--- src/sv/wss_queue.sv ---
// Two-entry job queue between the front end and the back end.
// Depends on nothing but its parameters.
`default_nettype none
module wss_queue #(
    parameter int WIDTH = 8
) (
    input  wire logic             clk,
    input  wire logic             rst_n,
    input  wire logic             push,
    input  wire logic [WIDTH-1:0] wdata,
    output logic                  full,
    input  wire logic             pop,
    output logic                  not_empty,
    output logic      [WIDTH-1:0] rdata
);
    logic [WIDTH-1:0] slot_reg [2];
    logic             wp_reg, rp_reg;
    logic [1:0]       cnt_reg;

    assign full      = (cnt_reg == 2'd2);
    assign not_empty = (cnt_reg != 2'd0);
    assign rdata     = slot_reg[rp_reg];

    always_ff @(posedge clk)
    begin
        if (push)
        begin
            slot_reg[wp_reg] <= wdata;
        end
    end

    always_ff @(posedge clk or negedge rst_n)
    begin
        if (!rst_n)
        begin
            wp_reg  <= 1'b0;
            rp_reg  <= 1'b0;
            cnt_reg <= 2'd0;
        end
        else
        begin
            if (push)
            begin
                wp_reg <= !wp_reg;
            end
            if (pop)
            begin
                rp_reg <= !rp_reg;
            end
            cnt_reg <= cnt_reg + {1'b0, push} - {1'b0, pop};
        end
    end
endmodule
`default_nettype wire

--- config.mk ---
export PLATFORM = sky130hd
export DESIGN_NAME = wss_queue
export DESIGN_NICKNAME = d
export VERILOG_FILES = /design/src/sv/wss_queue.sv
export SDC_FILE = /design/constraint.sdc
export NUM_CORES = 1
export LEC_CHECK = 0
export ABC_AREA = 1
export BUFFER_PORTS_ARGS = -buffer_cell sky130_fd_sc_hd__buf_4
export CORE_MARGIN = 5
export CORE_UTILIZATION = 49
export DETAILED_ROUTE_END_ITERATION = 12
export HOLD_SLACK_MARGIN = 0.03
export PLACE_DENSITY = 0.84
export SLEW_MARGIN = 20
export SYNTH_ARGS = -nofsm -noshare
export SYNTH_HDL_FRONTEND = slang
export SYNTH_SLANG_ARGS = --single-unit
--- constraint.sdc ---
create_clock -name clk -period 1.3 [get_ports clk]
set_input_delay 0.065 -clock clk [delete_from_list [all_inputs] [get_ports clk]]
set_output_delay 0.065 -clock clk [all_outputs]
set_load 0.02 [all_outputs]
==> results of run 1 <==
-- stage by stage --
stage                     worst slack, ps  hold slack (ps)
after floorplan                       156             -231
after global placement                204             -136
after CTS                          -0.355             85.3
final                                51.7             88.6
after global routing                -3.81              103
after detailed placement              173             -135
-- metal layers --
layer	up-vias	part of all wire, %	track usage (%)
li1	288	-	-
met1	255	37	11.8
met2	11	56	24.0
met3	4	3.3	2.62
met4	0	2.7	8.07
met5	-	0	0
-- worst max-delay path, delay by kind of cell, from the launching register on --
kind | cells | cell delay, ps
buffers and inverters | 2 | 320
flip-flops | 1 | 430
AO/OA/AOI/OAI | 1 | 130
-- cell families after synthesis --
group / count (synthesis) / synth area share [%]
AO/OA/AOI/OAI: 8 / 6.17
XOR/XNOR: 2 / 2.11
AND/OR/NAND/NOR: 18 / 8.28
buffers and inverters: 17 / 10.5
adder cells (fa/ha/maj): 2 / 3.01
flip-flops: 20 / 69.9
-- cells in the final DEF, fill, tap and decap left out, types with 3 or more instances in the layout --
| cell | instances |
|---|---|
| dfrtp_1 | 3 |
| buf_4 | 23 |
| o21ai_1 | 3 |
| clkbuf_4 | 3 |
| edfxtp_1 | 16 |
| inv_1 | 15 |
| o21ai_2 | 5 |
| nand2_1 | 15 |
| dlygate4sd3_1 | 11 |
-- worst max-delay path by stage --
stage	endpoint	slack [ps]	cells past startpoint
after CTS	rdata[0]	-0.4	2
after global routing	rdata[6]	-4	3
after detailed placement	cnt_reg[1]	170	7
final	rdata[3]	50	3
after floorplan	slot_reg[0][0]	160	1
after global placement	rdata[1]	200	2
-- final cells by class --
type | instances | area share, %
Timing Repair Buffer | 35 | 25.6
Sequential cell | 20 | 50.7
Inverter | 15 | 4.90
Clock buffer | 3 | 1.96
Clock inverter | 1 | 0.327
Multi-Input combinational cell | 30 | 14.8
Tap cell | 16 | 1.74
-- what timing repair did --
| action | CTS | global route |
|---|---|---|
| hold buffers | 11 | 0 |
| gates cloned | 0 | 0 |
| hold endpoints to repair | 22 | 0 |
| resized for setup | 2 | 8 |
| endpoints found under the setup margin | 8 | 8 |
| buffers inserted | 0 | 2 |
-- report_power, final --
group | leakage [nW] | switching (W) | internal, W
Sequential | 0.196 | 0.0000652 | 0.000872
Clock | 0.0154 | 0.000175 | 0.000112
Combinational | 0.325 | 0.000595 | 0.000443
Total | 0.537 | 0.000835 | 0.00143
==> flow_summary.json, run 1 <==
{
  "status": "complete, no violations",
  "powerDensity_nw_per_um2": 1970,
  "setup.worst_path.start_class": "flop",
  "relSlewSlack_pct": 77.6,
  "seqCellArea_um2": 582,
  "yosys_register_bits": 20,
  "detail-route-antenna-nets": 0,
  "finalNetCount": 119,
  "synth-edff-count": 16,
  "numClockSinks": 20,
  "vias_per_cell": 4.65,
  "async_reset_ff_share_pct": 20.0,
  "cpMostUsedCell": "buf_4",
  "grt_pass1_vias": 581,
  "synthTopCellsByArea": "edfxtp_1, dfrtp_1, inv_1",
  "ios": 22,
  "core_area_um2": 1560,
  "irDropWorstVdd_uv": 1190,
  "fin_area_um2": 1150,
  "crit_chain": "buf_4, o21ai_1, buf_4",
  "wl_per_cell_um": 12.0,
  "placed_cells": 103,
  "dieArea_um2": 2620,
  "worstHoldPathType": "in2async",
  "n_fill_cell": 111,
  "area_delta_synth_final_pct": 38.3,
  "synthesis.nets": 81,
  "antenna_found_initial": 0,
  "track_usage_pct": 12.5,
  "clk_pin_slew_ps": 100,
  "critPathMaxFanout": 8,
  "synth_cells": 67,
  "insertion_delay_ps": 290,
  "drt_iter0_markers": 6,
  "die_h_um": 51.2,
  "ctsRootBufferMaster": "clkbuf_4",
  "power_w": 0.00226,
  "grt_pass1_wl_um": 2350,
  "cts_tree": "built",
  "max_freq_mhz": 801,
  "hold_violations": 0,
  "cp_slowest_cell": "dfrtp_2",
  "syn_area_um2": 831,
  "start_util_pct": 53.3,
  "period_share_pct": 96.0,
  "drc": 0,
  "synth_common_cells": "edfxtp_1, inv_1, nand2_1",
  "startpoint": "rp_reg",
  "cp_slowest_stage_delay_ps": 430,
  "final.setup_skew_ps": 2.99,
  "stdcell_count": 120,
  "drt-total-wl_um": 1440,
  "tns_ps": 0,
  "r2r_slack_ps": 140,
  "post_dp_cell_area_um2": 985,
  "multiInputGateArea_um2": 170,
  "largest_reg_flops": 16,
  "gr-total-overflow": 0,
  "clk_path_buf_depth": 2,
  "synth_largest_area_cell": "edfxtp_1",
  "routed-via-count": 558,
  "path_class": "reg2out",
  "diodes": 0,
  "required_ps": 1240,
  "worstSetupEndpointType": "primary output",
  "r2r_start": "cnt_reg[0]",
  "grt_max_degree": 18,
  "io_buffers": 21,
  "synth_top_area_share_pct": 57.8,
  "fp-row-count": 14,
  "ys_seq_area_share_pct": 69.9,
  "first_pass_iters": 4,
  "die_w_um": 51.2,
  "cp.arrival_ps": 1180,
  "synthFlopType": "edfxtp_1",
  "synth_warnings": 0,
  "dp_hpwl_um": 993,
  "r2r_end": "cnt_reg[1]",
  "setup_viol": 0,
  "yosysMostFrequentCell": "edfxtp_1",
  "period_minus_slack_ps": 1250,
  "slew_viol_final": 0,
  "r2r_cells": 7,
  "cts-htree-levels": 1,
  "worst_pin_slew_ps": 336,
  "fin_util_pct": 73.7,
  "p_leak_nw": 0.537,
  "drive_gt1_share_pct": 31.7,
  "syn_area_per_cell_um2": 12.4,
  "cts_buffers": 3,
  "gp_congestion": 0.701,
  "cap_violations": 0,
  "ys_types": 12
}
No activity file was read; power rests on OpenSTA's default activity.
==> run 2, diff against run 1 <==
--- a/config.mk
+++ b/config.mk
@@ -5,7 +5,6 @@
 export SDC_FILE = /design/constraint.sdc
 export NUM_CORES = 1
 export LEC_CHECK = 0
-export ABC_AREA = 1
 export BUFFER_PORTS_ARGS = -buffer_cell sky130_fd_sc_hd__buf_4
 export CORE_MARGIN = 5
 export CORE_UTILIZATION = 49
==> flow_summary.json, run 2 <==
{
  "holdWs_ps": 106,
  "detail-route-antenna-nets": 0,
  "die_h_um": 50.7,
  "drt-total-wl_um": 1360,
  "setup_ws_ps": -57.8,
  "pre_cts_ws_ps": 82.0,
  "gp_congestion": 0.627,
  "die_w_um": 50.7,
  "insertion_delay_ps": 290,
  "synth_top_area_share_pct": 59.3,
  "synth_largest_area_cell": "edfxtp_1",
  "drc": 0,
  "relSlewSlack_pct": 74.0,
  "slew_viol_final": 0,
  "violations": "setup timing",
  "final_common_cell": "edfxtp_1",
  "io_buffers": 21,
  "core_area_um2": 1540,
  "seqPwrFrac_pct": 40.3,
  "fp-row-count": 14,
  "path_class": "reg2out",
  "drive_gt1_share_pct": 48.1,
  "p_int_w": 0.00163,
  "r2r_end": "cnt_reg[1]",
  "worstSetupEndpointType": "primary output",
  "cp.arrival_ps": 1290,
  "critPathMaxFanout": 5,
  "dieArea_um2": 2570,
  "wl_per_cell_um": 14.3,
  "numClockSinks": 20,
  "hold_violations": 0,
  "status": "finished, violations left",
  "clk_path_buf_depth": 2,
  "setup_viol": 8,
  "grt_max_degree": 12,
  "synthTopCellsByArea": "edfxtp_1, mux2_4, dfrtp_1",
  "grt_pass1_vias": 510,
  "combinationalPowerShare_pct": 47.4,
  "p_leak_nw": 0.515,
  "irDropWorstVdd_uv": 1270,
  "async_reset_ff_share_pct": 20.0,
  "synth_cells": 40,
  "synthFlopType": "edfxtp_1",
  "switchingPower_w": 0.000726,
  "finalNetCount": 94,
  "cts-htree-levels": 1,
  "diodes": 0,
  "r2r_start": "cnt_reg[0]",
  "required_ps": 1240,
  "r2r_cells": 5,
  "synth_warnings": 0,
  "synth-edff-count": 16,
  "vias_per_cell": 4.82,
  "synthesis.nets": 54,
  "powerDensity_nw_per_um2": 1990,
  "p_clk_share_pct": 12.2,
  "rsz0062_at_grt": "true",
  "antenna_found_initial": 0,
  "final.setup_skew_ps": 5.95,
  "yosys_register_bits": 20,
  "clk_pin_slew_ps": 110,
  "first_pass_iters": 4,
  "largest_reg_flops": 16,
  "worstHoldPathType": "in2async",
  "start_util_pct": 52.6,
  "cts_buffers": 3,
  "cap_violations": 0,
  "track_usage_pct": 11.7,
  "dp_hpwl_um": 907,
  "period_minus_slack_ps": 1360,
  "gr-total-overflow": 0,
  "syn_area_per_cell_um2": 20.3,
  "routed-via-count": 458,
  "cts_tree": "built",
  "area_delta_synth_final_pct": 45.8,
  "max_freq_mhz": 736,
  "ys_types": 11,
  "drt_iter0_markers": 7,
  "ctsRootBufferMaster": "clkbuf_4",
  "ios": 22,
  "period_share_pct": 104,
  "switching_share_pct": 30.8,
  "synth_common_cells": "edfxtp_1, mux2_4, dfrtp_1",
  "worst_pin_slew_ps": 389,
  "ys_seq_area_share_pct": 71.6,
  "r2r_slack_ps": 80,
  "yosysMostFrequentCell": "edfxtp_1",
  "syn_area_um2": 811,
  "final_cell_mix": "edfxtp_1, buf_4, dlygate4sd3_1",
  "setup.worst_path.start_class": "flop",
  "fin_util_pct": 76.7,
  "grt_pass1_wl_um": 2300
}
==> run 2: cell types whose count changed in the layout (fill, tap and decap cells not counted), moves of 5 or more <==
cell	change
buf_4	-8
o21ai_2	-5
nand2_1	-15
inv_1	-13
buf_6	+9
mux2_4	+8
==> run 2: power groups by stage <==
stage	registers (W)	clock network [W]	logic (W)
CTS	0.000951	0.000293	0.00113
floorplan	0.000936	0	0.000659
global route	0.000969	0.000324	0.00119
finish	0.000951	0.000289	0.00112
global placement	0.00101	0	0.000841
detailed placement	0.00102	0	0.000859
==> run 2: worst max-delay path by stage <==
stage                     from              to  slack, ps
global route            rp_reg        rdata[4]       -100
global placement        rp_reg        rdata[7]        100
finish                  rp_reg        rdata[7]        -60
CTS                     rp_reg        rdata[7]        -60
detailed placement  cnt_reg[0]      cnt_reg[1]         80
floorplan               wp_reg  slot_reg[0][0]        140
==> run 2: final cells by class <==
cell class | instances | area (um2)
multi-input cells | 17 | 211
flip-flops and latches | 20 | 582
well taps | 16 | 20.0
fillers | 98 | 359
clock inverters | 1 | 3.75
repair buffers | 36 | 335
clock buffers | 3 | 22.5
inverters | 2 | 7.51
==> run 2: layer usage <==
layer | GRT usage [%] | up-vias | wire length, um
li1 | - | 224 | -
met1 | 13.0 | 220 | 541
met2 | 21.1 | 14 | 739
met3 | 3.55 | 0 | 82
met4 | 3.83 | 0 | 0
met5 | 0 | - | 0
==> run 2: worst max-delay path, cell delays in order, from the launching register on <==
cell	delay [ps]
dfrtp_2	430
buf_6	140
mux2_4	300
buf_6	130
==> run 2: what timing repair did <==
| item | 4_1_cts | 5_1_grt |
|---|---|---|
| resized for setup | 12 | 0 |
| hold buffers | 11 | 0 |
| cloned | 0 | 0 |
| setup endpoints to repair | 8 | 8 |
| setup buffers | 3 | 0 |
| endpoints found under the hold margin | 23 | 0 |
==> run 2: cells by family (layout without fill, tap and decap cells) <==
kind of cell	Yosys count	after routing	share of synthesized area [%]
xor+xnor	3	3	5.09
fa+ha+maj	2	2	3.09
buf+inv	3	42	2.32
flops	20	20	71.6
mux	8	8	14.8
simple gates	4	4	3.09
==> run 2: metrics by stage <==
| stage | power, W | cell area (um2) | TNS [ps] | instances |
|---|---|---|---|---|
| global route | 0.00248 | 1180 | -680 | 95 |
| CTS | 0.00238 | 1180 | -408 | 95 |
| global placement | 0.00185 | 985 | 0 | 77 |
| finish | 0.00236 | 1180 | -376 | 95 |
| detailed placement | 0.00188 | 985 | 0 | 77 |
| floorplan | 0.00160 | 811 | 0 | 40 |
