<file path="src/sv/wss_pkg.sv">
// Package for the windowed sample statistics block: widths and defaults
// shared by the front end, the back end and the top level.
// No dependencies.
`default_nettype none
package wss_pkg;
    localparam int HISTORY_DEPTH_DEF = 64;
    localparam int NUM_ENTRIES_DEF   = 16;
    localparam int ID_W     = 4;
    localparam int SAMPLE_W = 32;
    localparam int FILL_W   = 7;
    localparam int TOTAL_W  = 32;
    localparam logic [TOTAL_W-1:0] TOTAL_MAX = {TOTAL_W{1'b1}};
endpackage
`default_nettype wire

</file>
<file path="src/sv/wss_front.sv">
// Front end: accepts beats, drops out-of-range entries, keeps per-entry
// write position, fill and total counters, and pushes a job to the queue.
// Depends on wss_pkg.
`default_nettype none
module wss_front #(
    parameter int HISTORY_DEPTH = wss_pkg::HISTORY_DEPTH_DEF,
    parameter int NUM_ENTRIES   = wss_pkg::NUM_ENTRIES_DEF,
    parameter int POS_W         = $clog2(HISTORY_DEPTH),
    parameter int CNT_W         = $clog2(HISTORY_DEPTH + 1)
) (
    input  wire logic                          clk,
    input  wire logic                          rst_n,
    input  wire logic                          in_valid,
    output logic                               in_ready,
    input  wire logic [wss_pkg::ID_W-1:0]      entry_id,
    input  wire logic [wss_pkg::SAMPLE_W-1:0]  sample,
    input  wire logic                          q_full,
    output logic                               q_push,
    output logic [wss_pkg::ID_W-1:0]           j_id,
    output logic [wss_pkg::SAMPLE_W-1:0]       j_sample,
    output logic [POS_W-1:0]                   j_pos,
    output logic [CNT_W-1:0]                   j_fill,
    output logic [wss_pkg::TOTAL_W-1:0]        j_total
);
    localparam int IDX_W = (NUM_ENTRIES > 1) ? $clog2(NUM_ENTRIES) : 1;

    logic [POS_W-1:0]            pos_reg   [NUM_ENTRIES];
    logic [CNT_W-1:0]            fill_reg  [NUM_ENTRIES];
    logic [wss_pkg::TOTAL_W-1:0] total_reg [NUM_ENTRIES];
    logic                        in_range;
    logic [IDX_W-1:0]            idx;
    logic                        fire;

    assign in_range = ({28'd0, entry_id} < 32'(NUM_ENTRIES));
    assign idx      = IDX_W'(entry_id);
    assign in_ready = !q_full;
    assign fire     = in_valid && in_ready && in_range;
    assign q_push   = fire;
    assign j_id     = entry_id;
    assign j_sample = sample;
    assign j_pos    = pos_reg[idx];
    assign j_fill   = (fill_reg[idx] == CNT_W'(HISTORY_DEPTH)) ? fill_reg[idx]
                    : fill_reg[idx] + CNT_W'(1);
    assign j_total  = (total_reg[idx] == wss_pkg::TOTAL_MAX) ? total_reg[idx]
                    : total_reg[idx] + wss_pkg::TOTAL_W'(1);

    always_ff @(posedge clk or negedge rst_n)
    begin
        if (!rst_n)
        begin
            for (int i = 0; i < NUM_ENTRIES; i++)
            begin
                pos_reg[i]   <= '0;
                fill_reg[i]  <= '0;
                total_reg[i] <= '0;
            end
        end
        else if (fire)
        begin
            pos_reg[idx]   <= (j_pos == POS_W'(HISTORY_DEPTH - 1)) ? '0
                            : j_pos + POS_W'(1);
            fill_reg[idx]  <= j_fill;
            total_reg[idx] <= j_total;
        end
    end
endmodule
`default_nettype wire

</file>
<file path="config.mk">
export PLATFORM = sky130hd
export DESIGN_NAME = wss_front
export DESIGN_NICKNAME = d
export VERILOG_FILES = /design/src/sv/wss_pkg.sv /design/src/sv/wss_front.sv
export SDC_FILE = /design/constraint.sdc
export NUM_CORES = 1
export LEC_CHECK = 0
export ABC_AREA = 1
export BUFFER_PORTS_ARGS = -buffer_cell sky130_fd_sc_hd__buf_2
export CAP_MARGIN = 20
export CORE_UTILIZATION = 50
export DETAILED_ROUTE_END_ITERATION = 8
export GPL_ROUTABILITY_DRIVEN = 0
export PLACE_DENSITY = 0.76
export SYNTH_ARGS = -nofsm -noshare
export SYNTH_HDL_FRONTEND = slang
export SYNTH_SLANG_ARGS = --single-unit
</file>
<file path="constraint.sdc">
create_clock -name clk -period 7.42 [get_ports clk]
set_input_delay 0.371 -clock clk [delete_from_list [all_inputs] [get_ports clk]]
set_output_delay 0.371 -clock clk [all_outputs]
set_load 0.01 [all_outputs]
</file>
==> impl_metrics.env, run 1 <==
export IMPL_start_util_pct=50.9
export IMPL_p_leak_nw=21.9
export IMPL_synth_simple_area_share_pct=38.3
export IMPL_synth_compound_area_share_pct=5.07
export IMPL_rsz0062_at_grt="no"
export IMPL_synth_edff_count=0
export IMPL_async_reset_ff_share_pct=100
export IMPL_synth_xor_area_share_pct=0.0717
export IMPL_skew_ns=0.0261
export IMPL_netlist_instances=5113
export IMPL_cp_end_kind="output port"
export IMPL_irDropWorstVdd_mv=0.170
export IMPL_cts_root_buf="clkbuf_16"
export IMPL_area_growth_synth_to_final_pct=7.36
export IMPL_max_cap_viol_count=0
export IMPL_crit_top_cell="nand2_1"
export IMPL_synth_adder_area_share_pct=0.137
export IMPL_cts_htree_levels=3
export IMPL_synth_top_family_by_area="simple AND/OR/NAND/NOR gates"
export IMPL_ant_nets=0
export IMPL_synthDistinctLibCells=33
export IMPL_diodes=0
export IMPL_grt_pass1_wl_um=182000
export IMPL_slew_viol_final=0
export IMPL_hold_violations=0
export IMPL_dr_first_iter_drc_count=4628
export IMPL_crit_path_max_fanout=52
export IMPL_first_global_vias=31400
export IMPL_post_cts_buffers=0
export IMPL_grt_max_degree=162
export IMPL_max_slew_margin_pct=33.4
export IMPL_clk_pin_slew_worst_paths_ns=0.06
export IMPL_finalWirelength_um=116000
export IMPL_ioPinCount=123
export IMPL_timing_rr_start="total_reg[417]"
export IMPL_synthMuxAreaShare_pct=0
export IMPL_synth_warning_count=0
export IMPL_core_sq_um=72000
export IMPL_fp_dieW_um=273
export IMPL_vias=33400
export IMPL_clk_path_buf_depth=3
export IMPL_cp_depth=16
export IMPL_r2r_cells=18
export IMPL_cts_tree="yes"
export IMPL_nets=5002
export IMPL_r2r_end="total_reg[320]"
export IMPL_drt_pass1_iterations=6
export IMPL_avgSynthCellArea_sq_um=7.17
export IMPL_cp_arrival_ns=5.43
export IMPL_cts_resized=0
export IMPL_seq_area_frac_synth_pct=49.2
export IMPL_die_h_um=273
export IMPL_tns_ns=0
export IMPL_design_die_area_sq_um=74400
export IMPL_finalSetupViolations=0
export IMPL_clock_latency_ns=0.65
export IMPL_fmax_ghz=0.172
export IMPL_critPathKind="input port to output port"
export IMPL_crit_path_top_delay_cell="nor2_4"
export IMPL_synthesis_nets=5157
export IMPL_tightestPinTransition_ns=0.999
export IMPL_cts_sinks=720
export IMPL_grt_total_usage_pct=31.6
export IMPL_path_cells="buf_4, inv_4, nor2_4, nand2_1, nand4_1, nand2_1, nand4_1, ha_1, inv_1, nor2_4, nand2_1, nor2_4, nand2_4, nand2_1, nand2_1, buf_2"
export IMPL_power_density_nw_per_um2=235
export IMPL_largest_register_ffs=512
export IMPL_cts_made_buffers=78
export IMPL_slowest_delay_ns=0.79
export IMPL_ys_ff_latch=720
export IMPL_avgRoutedWirePerCell_um=19.5
export IMPL_min_path_type="input port to async pin"
export IMPL_synth_main_ff_cell="dfrtp_1"
export IMPL_crit_family="simple AND/OR/NAND/NOR gates"
export IMPL_startpoint_type="input port"
export IMPL_post_dp_hpwl_um=63200
export IMPL_vias_per_cell=5.60
export IMPL_rrSetupSlack_ns=3.93
export IMPL_fin_total_pwr_mw=9.23
export IMPL_io_buffers=58
export IMPL_crit_buf_inv=4
export IMPL_drive_gt1_share_pct=6.67
export IMPL_antenna_found_initial=0
export IMPL_drc_errors=0
export IMPL_min_period_over_period_pct=78.2
export IMPL_gr_total_overflow=0
export IMPL_crit_required_ns=7.05
export IMPL_fin_crit_ns=5.80
export IMPL_rows=98
export IMPL_status="completed"
export IMPL_netlist_area_sq_um=36600
## power breakdown
| group | internal (mW) | switching [mW] | leakage, nW | total (mW) |
|---|---|---|---|---|
| registers | 4.21 | 0.137 | 9.78 | 4.35 |
| clock network | 2.28 | 1.65 | 1.27 | 3.93 |
| logic | 0.261 | 0.685 | 10.8 | 0.946 |
## timing repair
item	in CTS	in global routing
hold endpoints to repair	94	0
setup endpoints to repair	0	0
hold buffers	1	0
## placed cells by master, fill, tap and decap left out, types with 4 or more instances in the layout
| cell type | instances |
|---|---|
| a21oi_1 | 14 |
| a22oi_1 | 96 |
| and2_1 | 4 |
| buf_12 | 6 |
| buf_2 | 55 |
| buf_4 | 51 |
| clkbuf_1 | 17 |
| clkbuf_16 | 82 |
| clkbuf_8 | 19 |
| clkinv_2 | 14 |
| dfrtp_1 | 720 |
| ha_1 | 4 |
| inv_1 | 141 |
| inv_2 | 20 |
| inv_6 | 4 |
| nand2_1 | 3248 |
| nand2_2 | 10 |
| nand3_1 | 90 |
| nand3_4 | 29 |
| nand4_1 | 26 |
| nor2_1 | 108 |
| nor2_4 | 25 |
| o21ai_0 | 181 |
| o21ai_1 | 21 |
| o22ai_1 | 8 |
## stage by stage
| step | hold slack [ns] | worst slack, ns | util, % | instances | instance area (sq um) |
|---|---|---|---|---|---|
| after detailed placement | 0.465 | 1.79 | 51.0 | 5824 | 36700 |
| final | 0.380 | 1.62 | 54.7 | 5969 | 39300 |
| after CTS | 0.420 | 1.77 | 54.6 | 5966 | 39300 |
| after floorplan | 0.0754 | 4.29 | - | 5113 | 36600 |
| after global placement | 0.461 | 1.88 | 51.0 | 5824 | 36700 |
| after global routing | 0.464 | 1.44 | 54.7 | 5969 | 39300 |
## per-layer routing
layer  track usage [%]  share of wire (%)  vias up
li1                  -                  -    15300
met5                 0                  0        -
met4              14.0                4.3        0
met3              6.02                 12      362
met2              48.7                 45     1969
met1              43.5                 39    15800
## cell usage after synthesis (all sizes together) (2+ instances only)
library cell  count  area share, %
nand2          3261             34
dfrtp           720             49
buf             207            4.1
o21ai           202            2.8
inv             158            1.6
clkbuf          143            1.5
nor2            136            1.6
nand3           119            2.6
a22oi            96            2.0
nand4            28           0.51
a21oi            14           0.19
o22ai             8           0.14
clkinv            5          0.051
and2              4          0.068
ha                4           0.14
or2               3          0.051
xor2              2          0.048
## worst reg2reg max path: stages, from the launching register on
cell	delay, ns
dfrtp_1	0.35
nand2_1	0.06
nand2_1	0.09
nand2_1	0.06
nand2_1	0.14
nand2_1	0.07
nand2_1	0.12
inv_1	0.06
nand2_2	0.08
ha_1	0.25
inv_1	0.13
nor2_4	0.18
nand2_1	0.12
nor2_4	0.22
nand2_4	0.56
nand2_1	0.22
nand2_1	0.41
nand2_1	0.17
nand2_1	0.07
## worst max-delay path by stage
stage	startpoint	slack, ns	end
after floorplan	entry_id[0]	4.29	j_total[1]
after global placement	entry_id[1]	1.88	j_total[0]
after detailed placement	entry_id[1]	1.79	j_total[0]
after CTS	entry_id[1]	1.77	j_total[0]
after global routing	entry_id[1]	1.44	j_total[0]
final	entry_id[1]	1.62	j_total[0]
## final cells by class
type	count	area, sq um
repair buffers	115	818
inverters	163	619
multi-input cells	3880	16100
fillers	6646	32600
flip-flops and latches	720	18000
well taps	950	1190
clock inverters	23	195
clock buffers	118	2380
## cells by family after synthesis
logic type,after synthesis
simple gates,3552
xor+xnor,3
buf+inv,513
compound gates,321
fa+ha+maj,4
flops,720
(Power assumes the default switching activity.)
==> run 2, diff against run 1 <==
--- a/config.mk
+++ b/config.mk
@@ -11,7 +11,7 @@
 export CORE_UTILIZATION = 50
 export DETAILED_ROUTE_END_ITERATION = 8
 export GPL_ROUTABILITY_DRIVEN = 0
-export PLACE_DENSITY = 0.76
+export PLACE_DENSITY = 0.79
 export SYNTH_ARGS = -nofsm -noshare
 export SYNTH_HDL_FRONTEND = slang
 export SYNTH_SLANG_ARGS = --single-unit
==> constraint.sdc (replaced) <==
create_clock -name clk -period 5.15 [get_ports clk]
set_input_delay 0.2575 -clock clk [delete_from_list [all_inputs] [get_ports clk]]
set_output_delay 0.2575 -clock clk [all_outputs]
set_load 0.01 [all_outputs]
==> impl_metrics.env, run 2 (synthesis gave the netlist of run 1 again) <==
export IMPL_clk_path_buf_depth=3
export IMPL_tightestPinTransition_ns=1.13
export IMPL_cts_sinks=720
export IMPL_drt_pass1_iterations=9
export IMPL_startpoint_type="input port"
export IMPL_violations="DRC"
export IMPL_seq_power_share_pct=46.4
export IMPL_holdWs_ns=0.268
export IMPL_post_dp_hpwl_um=65600
export IMPL_tns_ns=0
export IMPL_critPathKind="input port to output port"
export IMPL_vias=33800
export IMPL_drive_gt1_share_pct=6.89
export IMPL_cp_end_kind="output port"
export IMPL_die_h_um=273
export IMPL_irDropWorstVdd_mv=0.213
export IMPL_cts_tree="yes"
export IMPL_final_common_cell="nand2_1"
export IMPL_hold_violations=0
export IMPL_fin_crit_ns=4.44
export IMPL_cp_arrival_ns=4.18
export IMPL_p_sw_mw=3.56
export IMPL_rows=98
export IMPL_grt_max_degree=153
export IMPL_io_buffers=58
export IMPL_max_cap_viol_count=0
export IMPL_cts_root_buf="clkbuf_16"
export IMPL_rsz0062_at_grt="no"
export IMPL_antenna_found_initial=1
export IMPL_grt_total_usage_pct=32.3
export IMPL_drc_errors=2
export IMPL_place_inst=5839
export IMPL_clock_latency_ns=0.64
export IMPL_design_die_area_sq_um=74400
export IMPL_clk_pin_slew_worst_paths_ns=0.06
export IMPL_gr_total_overflow=0
export IMPL_timing_rr_start="total_reg[384]"
export IMPL_core_sq_um=72000
export IMPL_max_slew_margin_pct=24.6
export IMPL_crit_path_max_fanout=152
export IMPL_start_util_pct=50.9
export IMPL_grt_pass1_wl_um=185000
export IMPL_placed_area_sq_um=36900
export IMPL_p_leak_nw=22.0
export IMPL_vias_per_cell=5.66
export IMPL_power_frac_clock_pct=43.2
export IMPL_post_cts_buffers=0
export IMPL_p_sw_share_pct=26.4
export IMPL_skew_ns=0.0294
export IMPL_power_density_nw_per_um2=342
export IMPL_cts_made_buffers=77
export IMPL_fp_dieW_um=273
export IMPL_fmax_ghz=0.225
export IMPL_finalSetupViolations=0
export IMPL_largest_register_ffs=512
export IMPL_final_cell_mix="nand2_1, dfrtp_1, o21ai_0"
export IMPL_r2r_cells=13
export IMPL_final_cell_area_sq_um=39500
export IMPL_avgRoutedWirePerCell_um=20.0
export IMPL_slew_viol_final=0
export IMPL_nets=5014
export IMPL_min_path_type="input port to async pin"
export IMPL_dr_first_iter_drc_count=5008
export IMPL_combPwrFrac_pct=10.4
export IMPL_pre_cts_ws_ns=0.892
export IMPL_first_global_vias=32200
export IMPL_crit_required_ns=4.89
export IMPL_min_period_over_period_pct=86.2
export IMPL_area_growth_synth_to_final_pct=7.89
export IMPL_finalWirelength_um=119000
export IMPL_cts_htree_levels=3
export IMPL_final_util_pct=54.9
export IMPL_r2r_end="total_reg[421]"
export IMPL_final_cells=5975
export IMPL_ioPinCount=123
export IMPL_ant_nets=0
export IMPL_fin_total_pwr_mw=13.5
export IMPL_status="finished with violations"
export IMPL_setup_ws_ns=0.713
export IMPL_internal_power_mw=9.94
export IMPL_rrSetupSlack_ns=1.62
==> run 2: changes by cell type in the layout (fill, tap and decap cells not counted), sizes merged <==
| cell | change |
|---|---|
| diode | +1 |
| buf | +13 |
| clkinv | +1 |
| clkbuf | -13 |
| clkinvlp | -3 |
| bufinv | +7 |
==> run 2: final cells by class <==
type / instances / area, sq um
Fill cell: 6568 / 32400
Sequential cell: 720 / 18000
Multi-Input combinational cell: 3880 / 16100
Clock buffer: 105 / 2240
Tap cell: 950 / 1190
Timing Repair Buffer: 128 / 953
Inverter: 163 / 619
Clock inverter: 28 / 392
Antenna cell: 1 / 2.50
==> run 2: worst max-delay path, cell delays in order <==
cell     delay [ns]
buf_8          0.32
buf_12         0.57
nand2_1        0.10
o21ai_1        0.12
nand2_1        0.07
nand2_1        0.08
nand2_1        0.06
nand2_1        0.11
nor2_1         0.11
nor2_1         0.16
nand2_1        0.17
nor2_1         0.58
nand2_1        0.16
nor2_1         0.17
nand3_1        0.10
nand2_1        0.57
buf_2          0.26
==> run 2: worst max path at each step <==
stage                     start          end  slack [ns]  cells past startpoint
detailed placement  entry_id[0]  j_total[17]        0.89                     16
global placement    entry_id[0]  j_total[17]        0.91                     18
finish              entry_id[0]  j_total[28]        0.71                     17
CTS                 entry_id[0]  j_total[17]        0.89                     18
global route        entry_id[0]  j_total[28]        0.57                     17
floorplan           entry_id[0]   j_total[1]        2.25                     19
==> run 2: repair_timing <==
action                                 in CTS  in global routing
endpoints found under the hold margin      90                  0
hold buffers                                1                  0
resized for setup                           0                  0
==> run 2: power groups by stage <==
| stage | combinational [mW] | clock, mW | sequential (mW) |
|---|---|---|---|
| after floorplan | 0.961 | 0 | 6.30 |
| after global placement | 1.33 | 0 | 6.34 |
| after detailed placement | 1.37 | 0 | 6.35 |
| after CTS | 1.38 | 5.87 | 6.26 |
| after global routing | 1.56 | 6.08 | 6.30 |
| final | 1.40 | 5.84 | 6.27 |
==> run 2: layer usage <==
metal	vias up	track usage [%]	part of all wire [%]
li1	15300	-	-
met1	15800	42.4	38
met2	2141	48.8	44
met3	542	7.84	12
met4	4	18.6	6.0
met5	-	0	0.19
